$ cat src/ewmav_pkg.sv
// Shared types and constants of the EWMA volatility estimator.
// No dependencies; used by every module of the block.
`default_nettype none

package ewmav_pkg;

    localparam int unsigned QueueDepth = 4;

    localparam int unsigned CfgIndexWidth = 3;
    localparam logic [CfgIndexWidth-1:0] CFG_DECAY_LAMBDA = 3'd0;
    localparam logic [CfgIndexWidth-1:0] CFG_ANNUALIZE    = 3'd1;
    localparam logic [CfgIndexWidth-1:0] CFG_ANNUAL_SCALE = 3'd2;
    localparam logic [CfgIndexWidth-1:0] CFG_MIN_VOL      = 3'd3;
    localparam logic [CfgIndexWidth-1:0] CFG_MAX_VOL      = 3'd4;

    localparam logic [1:0] STATUS_OK    = 2'd0;
    localparam logic [1:0] STATUS_SHORT = 2'd1;
    localparam logic [1:0] STATUS_ZERO  = 2'd2;

    localparam logic [16:0] LAMBDA_ONE       = 17'd65536;
    localparam logic [16:0] LAMBDA_RESET     = 17'd61604;
    localparam logic        ANNUALIZE_RESET  = 1'b1;
    localparam logic [23:0] SCALE_RESET      = 24'd1040358;
    localparam logic [31:0] MIN_VOL_RESET    = 32'd655;
    localparam logic [31:0] MAX_VOL_RESET    = 32'd327680;
    localparam logic [29:0] LN2_Q30          = 30'd744261118;

    typedef struct packed {
        logic [31:0] price;
        logic        last;
    } in_item_t;

    typedef struct packed {
        logic [31:0] volatility;
        logic [1:0]  status;
    } out_item_t;

    typedef struct packed {
        logic [31:0] price;
        logic        last;
        logic        zero;
    } q_item_t;

    typedef struct packed {
        logic [16:0] lambda;
        logic        annualize;
        logic [23:0] scale;
        logic [31:0] min_vol;
        logic [31:0] max_vol;
    } cfg_t;

endpackage

`default_nettype wire

$ cat src/ewmav_front.sv
// Front end: accepts price requests, marks zero prices and queues them.
// Depends on ewmav_pkg.
`default_nettype none

module ewmav_front #(
    parameter int unsigned DEPTH = ewmav_pkg::QueueDepth
) (
    input  wire                    aclk,
    input  wire                    aresetn,
    input  wire                    s_valid,
    output logic                   s_ready,
    input  ewmav_pkg::in_item_t    s_data,
    output logic                   q_valid,
    input  wire                    q_ready,
    output ewmav_pkg::q_item_t     q_item
);

    localparam int unsigned PW = (DEPTH > 1) ? $clog2(DEPTH) : 1;
    localparam int unsigned CW = $clog2(DEPTH + 1);

    ewmav_pkg::q_item_t mem_reg [DEPTH];
    logic [PW-1:0] wr_ptr_reg, rd_ptr_reg;
    logic [CW-1:0] count_reg;
    logic          push, pop;

    assign s_ready = (count_reg != CW'(DEPTH));
    assign q_valid = (count_reg != '0);
    assign q_item  = mem_reg[rd_ptr_reg];
    assign push    = s_valid && s_ready;
    assign pop     = q_valid && q_ready;

    always_ff @(posedge aclk) begin
        if (push) begin
            mem_reg[wr_ptr_reg] <= '{price: s_data.price, last: s_data.last,
                                     zero: (s_data.price == '0)};
        end
    end

    always_ff @(posedge aclk) begin
        if (!aresetn) begin
            wr_ptr_reg <= '0;
            rd_ptr_reg <= '0;
            count_reg  <= '0;
        end else begin
            if (push) begin
                wr_ptr_reg <= (wr_ptr_reg == PW'(DEPTH - 1)) ? '0 : wr_ptr_reg + 1'b1;
            end
            if (pop) begin
                rd_ptr_reg <= (rd_ptr_reg == PW'(DEPTH - 1)) ? '0 : rd_ptr_reg + 1'b1;
            end
            if (push && !pop) begin
                count_reg <= count_reg + 1'b1;
            end else if (pop && !push) begin
                count_reg <= count_reg - 1'b1;
            end
        end
    end

endmodule

`default_nettype wire

$ cat config.mk
export PLATFORM = sky130hd
export DESIGN_NAME = ewmav_front
export DESIGN_NICKNAME = d
export VERILOG_FILES = /design/src/ewmav_pkg.sv /design/src/ewmav_front.sv
export SDC_FILE = /design/constraint.sdc
export NUM_CORES = 1
export LEC_CHECK = 0
export BUFFER_PORTS_ARGS = -buffer_cell sky130_fd_sc_hd__buf_2
export CORE_ASPECT_RATIO = 0.75
export CORE_MARGIN = 1.5
export CORE_UTILIZATION = 51
export DETAILED_ROUTE_END_ITERATION = 10
export PLACE_DENSITY = 0.75
export SYNTH_ARGS = -nofsm -noshare
export SYNTH_HDL_FRONTEND = slang
export SYNTH_SLANG_ARGS = --single-unit
$ cat constraint.sdc
create_clock -name aclk -period 2.5 [get_ports aclk]
set_clock_uncertainty 0.15 [all_clocks]
set_input_delay 0.75 -clock aclk [delete_from_list [all_inputs] [get_ports aclk]]
set_output_delay 0.75 -clock aclk [all_outputs]
set_load 0.1 [all_outputs]
==> out/qor.yml, run 1 <==
worst-endpoint-required_ns: 1.60
cts_tree: "built"
seq_area_frac_synth: 0.7822
dp.cells: 449
synth.net_count: 284
initial_antenna_violation_count: 0
route.layer.met1.wl_um: 4360
postCtsSetupRepairBufs: 0
synth-warning-count: 0
design_area_um2: 7134
routed-wl-met2_um: 5284
critical_path_arrival_ns: 1.78
slew-limit-headroom: 0.6081
drt-total-wl_um: 10260
n_antenna_cell: 0
synth.cell_area_um2: 5451
finalMaxSlewViolations: 0
die_width_um: 122.4
synth_cell_type_count: 28
antenna_violating_nets_post_route: 0
floorplan.io_pins: 73
drt_iter0_markers: 224
place.port_buffers: 72
total_switching_power_mw: 3.599
grt_util_all_layers: 0.1932
report.final.setup_viol: 34
insertion_delay_of_the_later_clocked_pin_in_the_worst_skew_pair_ns: 0.42
post_synth_main_area_contributors: "sky130_fd_sc_hd__edfxtp_1 75%, sky130_fd_sc_hd__mux4_2 14%, sky130_fd_sc_hd__dfxtp_1 3.3%, sky130_fd_sc_hd__ha_1 1.4%, sky130_fd_sc_hd__nor4_1 0.92%"
ir_drop_v: 0.0009727
share_seq_of_total_power: 0.320
fp.coreArea_um2: 10330
timing.final.crit_share: 1.072
slowest_delay_ns: 0.53
fmaxAchievable_mhz: 373.2
crit_path_end_kind: "output pin"
area_delta_synth_final_pct: 30.87
finalNonFillerCells: 482
routedWlPerCell_um: 21.29
fillcell_total: 669
synth_largest_area_cell: "sky130_fd_sc_hd__edfxtp_1"
final.min_clock_period_ns: 2.680
met3_length_um: 555
holdPathStages: 2
switching_share: 0.3745
globalplace.congestion: 0.7008
grt_first_pass_wirelength_um: 15470
synth_edf_count: 136
first_global_vias: 2917
drive_gt1_frac: 0.4595
cts_max_level: 4
largest_register_ffs: 136
worstHoldPathType: "flip-flop to flip-flop"
cts_inserted_buffers: 17
detailed_routing_iteration_count_for_the_pre_antenna_repair_pass: 4
grt_start_max_net_pins: 35
place_hpwl_um: 6044
crit_path_max_fanout: 9
power.share.clock: 0.277
asyncSetResetFlopFracSynth: 0
final_net_count: 378
largest_buffer_count_on_any_clock_path: 2
total_power_mw: 9.609
design.die.area_um2: 11320
cts-root-buf: "sky130_fd_sc_hd__clkbuf_16"
path_class: "flip-flop to output pin"
power_per_cell_area_nw_per_um2: 1347
grt_setup_unrepaired: "yes"
cell_internal_pwr_mw: 6.010
crit_chain: "clkbuf_16 -> mux4_2 -> buf_6"
status: "finished with violations"
reg2reg_depth: 8
synth-main-ff-cell: "sky130_fd_sc_hd__edfxtp_1"
placement.cell_area_um2: 6309
multi_input_area_um2: 1125
sequential_cell_area_um2: 4272
initial_core_util: 0.5277
ys_ff_latch: 145
remaining_drc_errors: 0
worst_slack_ns: -0.1797
placementRows: 32
hold-worst-slack_ns: 0.3783
top_area_cell_type_share_of_the_netlist_area: 0.7491
cap_violations: 0
overflow: 0
power.leakage_nw: 2.460
finalHoldViolations: 0
pwr-share-comb: 0.403
die_y_um: 92.54
slew_at_the_pin_closest_to_its_max_slew_limit_ns: 0.5825
vias: 2719
violations_in_the_final_reports: "negative setup slack"
cts.reportedPaths.clkPinSlew_ns: 0.06
number_of_sinks_on_the_clock_net: 145
avgSynthCellArea_um2: 22.71
synthesis.instances: 240
detail_route.vias_per_cell: 5.641
topRoutingLayerUsed: "met4"
cp_slowest_cell: "sky130_fd_sc_hd__mux4_2"
start_kind: "flip-flop"
-- layout make-up --
type | instances | area share
inverter | 3 | 0.001578
tap | 136 | 0.02385
clock inverter | 13 | 0.02701
sequential | 145 | 0.5987
timing repair buffer | 85 | 0.1310
clock buffer | 18 | 0.06015
multi-input combinational | 82 | 0.1577
-- per-stage QoR --
stage	util	TNS (ns)	worst slack, ns
after floorplan	-	0	0.02805
after global placement	0.6107	-0.005889	-0.005889
after global routing	0.6906	-6.940	-0.2202
after detailed placement	0.6107	-0.07024	-0.07024
after CTS	0.6841	-5.273	-0.1900
final	0.6906	-5.246	-0.1797
-- power groups by stage --
stage | sequential, mW | clock, mW | combinational [mW]
after floorplan | 3.06 | 0 | 2.70
after global placement | 3.08 | 0 | 3.58
after detailed placement | 3.10 | 0 | 3.61
after CTS | 3.06 | 2.68 | 3.83
after global routing | 3.10 | 2.79 | 4.03
final | 3.08 | 2.66 | 3.88
-- cells by family (layout without fill, tap and decap cells) --
| family | after synthesis | in the layout | synth area share |
|---|---|---|---|
| flops | 145 | 145 | 0.7822 |
| mux | 36 | 36 | 0.1441 |
| simple gates | 31 | 31 | 0.03374 |
| buf+inv | 13 | 119 | 0.01285 |
| fa+ha+maj | 7 | 7 | 0.01744 |
| compound gates | 6 | 6 | 0.006426 |
| xor+xnor | 2 | 2 | 0.003214 |
-- cells in the mapped netlist, types with 2 or more instances --
cell type	number
sky130_fd_sc_hd__buf_4	3
sky130_fd_sc_hd__or3_2	2
sky130_fd_sc_hd__nand4_1	3
sky130_fd_sc_hd__o21ai_0	3
sky130_fd_sc_hd__nor4_1	8
sky130_fd_sc_hd__nand3_1	2
sky130_fd_sc_hd__dfxtp_1	9
sky130_fd_sc_hd__nor2_1	3
sky130_fd_sc_hd__ha_1	6
sky130_fd_sc_hd__mux4_2	34
sky130_fd_sc_hd__and3_2	4
sky130_fd_sc_hd__mux2i_1	2
sky130_fd_sc_hd__nand2_1	5
sky130_fd_sc_hd__clkbuf_1	4
sky130_fd_sc_hd__buf_2	2
sky130_fd_sc_hd__edfxtp_1	136
sky130_fd_sc_hd__inv_1	3
-- worst paths after layout --
kind	slack, ns	endpoint	start
worst min-delay path	0.38	wr_ptr_reg[1]$_SDFFE_PN0P_	wr_ptr_reg[1]$_SDFFE_PN0P_
worst min register to register	0.38	wr_ptr_reg[1]$_SDFFE_PN0P_	wr_ptr_reg[1]$_SDFFE_PN0P_
worst max register to register	0.19	count_reg[2]$_SDFFE_PN0P_	count_reg[2]$_SDFFE_PN0P_
worst max-delay path	-0.18	q_item[25]	flip-flop
-- per-layer routing --
layer,vias up,global-route usage
met5,-,0
li1,1199,-
met1,1418,0.2588
met3,5,0.05172
met2,97,0.3115
met4,0,0.06395
-- layout by cell type, fill, tap and decap left out, types with 4 or more instances in the layout --
cell / n
sky130_fd_sc_hd__buf_6: 17
sky130_fd_sc_hd__buf_4: 5
sky130_fd_sc_hd__bufinv_16: 5
sky130_fd_sc_hd__edfxtp_1: 136
sky130_fd_sc_hd__dfxtp_1: 5
sky130_fd_sc_hd__and3_2: 4
sky130_fd_sc_hd__buf_12: 22
sky130_fd_sc_hd__buf_2: 37
sky130_fd_sc_hd__nand2_1: 5
sky130_fd_sc_hd__mux4_2: 34
sky130_fd_sc_hd__clkbuf_16: 19
sky130_fd_sc_hd__ha_1: 6
sky130_fd_sc_hd__nor4_1: 8
-- worst max-delay path, delay by kind of cell, from the launching register on --
kind     cells  cell delay [ns]
flops        1             0.42
buf+inv      2             0.40
mux          1             0.53
-- repair_timing --
action | 4_1_cts | 5_1_grt
setup endpoints to repair | 35 | 37
hold buffers | 0 | 0
cloned | 0 | 2
gates resized for setup | 43 | 6
(Power assumes the default switching activity.)
==> run 2, diff against run 1 <==
Settings changed: CORE_UTILIZATION 51 to 50, PLACE_DENSITY 0.75 to 0.73.
==> run 2 against run 1 <==
Effect of this change:
- the run still ends with negative setup slack left
- combinational power rose by 8.5%
- clock power fell by 9.0%
- cell count up 1.0%
- critical path depth grew 1
- largest power group unchanged
==> out/qor.yml, run 2 (synthesis results as in run 1) <==
routedWlPerCell_um: 20.00  # -6.1%
grt_util_all_layers: 0.1937  # +0.0004768
power_per_cell_area_nw_per_um2: 1330  # -1.2%
die_y_um: 93.43  # +0.97%
pwr-share-comb: 0.434  # +0.031
fillcell_total: 641  # -4.2%
total_power_mw: 9.691  # +0.86%
drt-total-wl_um: 9739  # -5.1%
dp_worst_setup_slack_ns: -0.1227  # -0.05244 ns
n_antenna_cell: 0  # unchanged
status: "finished with violations"
largest_buffer_count_on_any_clock_path: 2  # unchanged
cp_slowest_cell: "sky130_fd_sc_hd__mux4_2"
report.final.setup_viol: 34  # unchanged
power.share.clock: 0.250  # -0.027
final_core_utilization: 0.6972  # +0.006549
grt_first_pass_wirelength_um: 15610  # +0.89%
drt_iter0_markers: 219  # -2.2%
layout_commonest_cell: "sky130_fd_sc_hd__edfxtp_1"
largest_register_ffs: 136  # unchanged
timing.final.crit_share: 1.079  # +0.006990
floorplan.io_pins: 73  # unchanged
die_width_um: 123.6  # +0.97%
slowest_delay_ns: 0.53  # about the same
cts_tree: "built"
overflow: 0  # unchanged
placementRows: 32  # unchanged
final_net_count: 382  # +1.1%
setup-tns-final_ns: -5.135  # +0.1114 ns
vias: 2711  # -0.29%
worst_path_most_repeated_cell: "sky130_fd_sc_hd__buf_12"
insertion_delay_of_the_later_clocked_pin_in_the_worst_skew_pair_ns: 0.41  # about the same
grt_start_max_net_pins: 35  # unchanged
detailed_routing_iteration_count_for_the_pre_antenna_repair_pass: 4  # unchanged
crit_chain: "buf_12 -> buf_16 -> mux4_2 -> buf_12"
worst_path_dominant_cell_family: "multiplexers"
start_kind: "flip-flop"
place_hpwl_um: 5808  # -3.9%
cts_max_level: 4  # unchanged
path_class: "flip-flop to output pin"
antenna_violating_nets_post_route: 0  # unchanged
crit_path_max_fanout: 5  # -4
cell_internal_pwr_mw: 6.047  # +0.62%
total_switching_power_mw: 3.644  # +1.3%
globalplace.congestion: 0.7308  # +4.3%
initial_core_util: 0.5217  # -0.006066
critical_path_arrival_ns: 1.80  # +0.02 ns
violations_in_the_final_reports: "negative setup slack"
design.die.area_um2: 11550  # +1.9%
detail_route.vias_per_cell: 5.567  # -1.3%
final.min_clock_period_ns: 2.697  # +0.01748 ns
first_global_vias: 2874  # -1.5%
cts.reportedPaths.clkPinSlew_ns: 0.06  # about the same
worstHoldPathType: "flip-flop to flip-flop"
share_seq_of_total_power: 0.316  # -0.004
remaining_drc_errors: 0  # unchanged
power.leakage_nw: 2.517  # +2.3%
slew-limit-headroom: 0.6838  # +0.07563
cts_inserted_buffers: 17  # unchanged
crit_path_end_kind: "output pin"
cts-root-buf: "sky130_fd_sc_hd__clkbuf_16"
switching_share: 0.3760  # +0.001486
place.port_buffers: 72  # unchanged
path_buf_inv: 3  # +1
most-common-layout-cells: "136 x sky130_fd_sc_hd__edfxtp_1, 41 x sky130_fd_sc_hd__buf_12, 36 x sky130_fd_sc_hd__buf_2, 34 x sky130_fd_sc_hd__mux4_2, 17 x sky130_fd_sc_hd__clkbuf_16"
area_delta_synth_final_pct: 33.65
cap_violations: 0  # unchanged
cts_hold_buffers: 0  # unchanged
number_of_sinks_on_the_clock_net: 145  # unchanged
fp.coreArea_um2: 10450  # +1.2%
worst_slack_ns: -0.1971  # -0.01748 ns
finalHoldViolations: 0  # unchanged
worst-endpoint-required_ns: 1.60  # about the same
slew_at_the_pin_closest_to_its_max_slew_limit_ns: 0.4700  # -0.1124 ns
grt_setup_unrepaired: "yes"
finalMaxSlewViolations: 0  # unchanged
drive_gt1_frac: 0.4644  # +0.004850
fmaxAchievable_mhz: 370.8  # -0.65%
ir_drop_v: 0.0009146  # -6.0%
initial_antenna_violation_count: 0  # unchanged
==> run 2: final timing paths <==
| check | startpoint | end | slack (ns) | depth (start not counted) |
|---|---|---|---|---|
| max | flip-flop | q_item[25] | -0.20 | 4 |
| min | rd_ptr_reg[1]$_SDFFE_PN0P_ | rd_ptr_reg[1]$_SDFFE_PN0P_ | 0.37 | 2 |
| max reg2reg | count_reg[0]$_SDFFE_PN0P_ | count_reg[2]$_SDFFE_PN0P_ | 0.13 | 8 |
| min reg2reg | rd_ptr_reg[1]$_SDFFE_PN0P_ | rd_ptr_reg[1]$_SDFFE_PN0P_ | 0.37 | 2 |
==> run 2: worst register-to-register path, delay by kind of cell, from the launching register on <==
kind,cells,cell delay [ns]
flops,1,0.44
compound gates,1,0.22
xor+xnor,1,0.18
fa+ha+maj,2,0.54
simple gates,3,0.72
buf+inv,1,0.06
==> run 2: timing repair <==
| item | in CTS | in global routing |
|---|---|---|
| gates resized for setup | 4 | 4 |
| pin swaps | 0 | 0 |
| setup endpoints to repair | 35 | 36 |
| cloned | 2 | 0 |
| setup buffers | 1 | 0 |
==> run 2: area by class of cell <==
type,instances,area [um2],area share
clock inverter,10,111.4,0.01528
tap,136,170.2,0.02336
timing repair buffer,89,1135,0.1558
multi-input combinational,82,1125,0.1544
inverter,3,11.26,0.001546
sequential,145,4269,0.5860
clock buffer,22,464.2,0.06371
==> run 2: through the flow <==
| step | area (um2) | instances | hold slack [ns] |
|---|---|---|---|
| finish | 7286 | 487 | 0.3722 |
| global route | 7286 | 487 | 0.3988 |
| CTS | 7272 | 487 | 0.3551 |
| detailed placement | 6616 | 452 | 0.3471 |
| global placement | 6616 | 452 | 0.3354 |
| floorplan | 5451 | 240 | 0.3177 |
==> run 2: power by group through the flow <==
stage	registers (mW)	logic [mW]	clock network [mW]
2_1_floorplan	3.06	2.70	0
3_3_place_gp	3.08	4.07	0
3_5_place_dp	3.10	4.09	0
4_1_cts	3.06	4.22	2.46
5_1_grt	3.09	4.36	2.57
6_report	3.06	4.21	2.42
==> run 2: routing by layer <==
metal	share of wire	vias up	track usage	wire (um)
met5	0	-	0	0
met4	0.0093	0	0.07184	91
met1	0.43	1400	0.2635	4186
li1	-	1209	-	-
met3	0.060	9	0.05610	585
met2	0.50	93	0.3009	4876
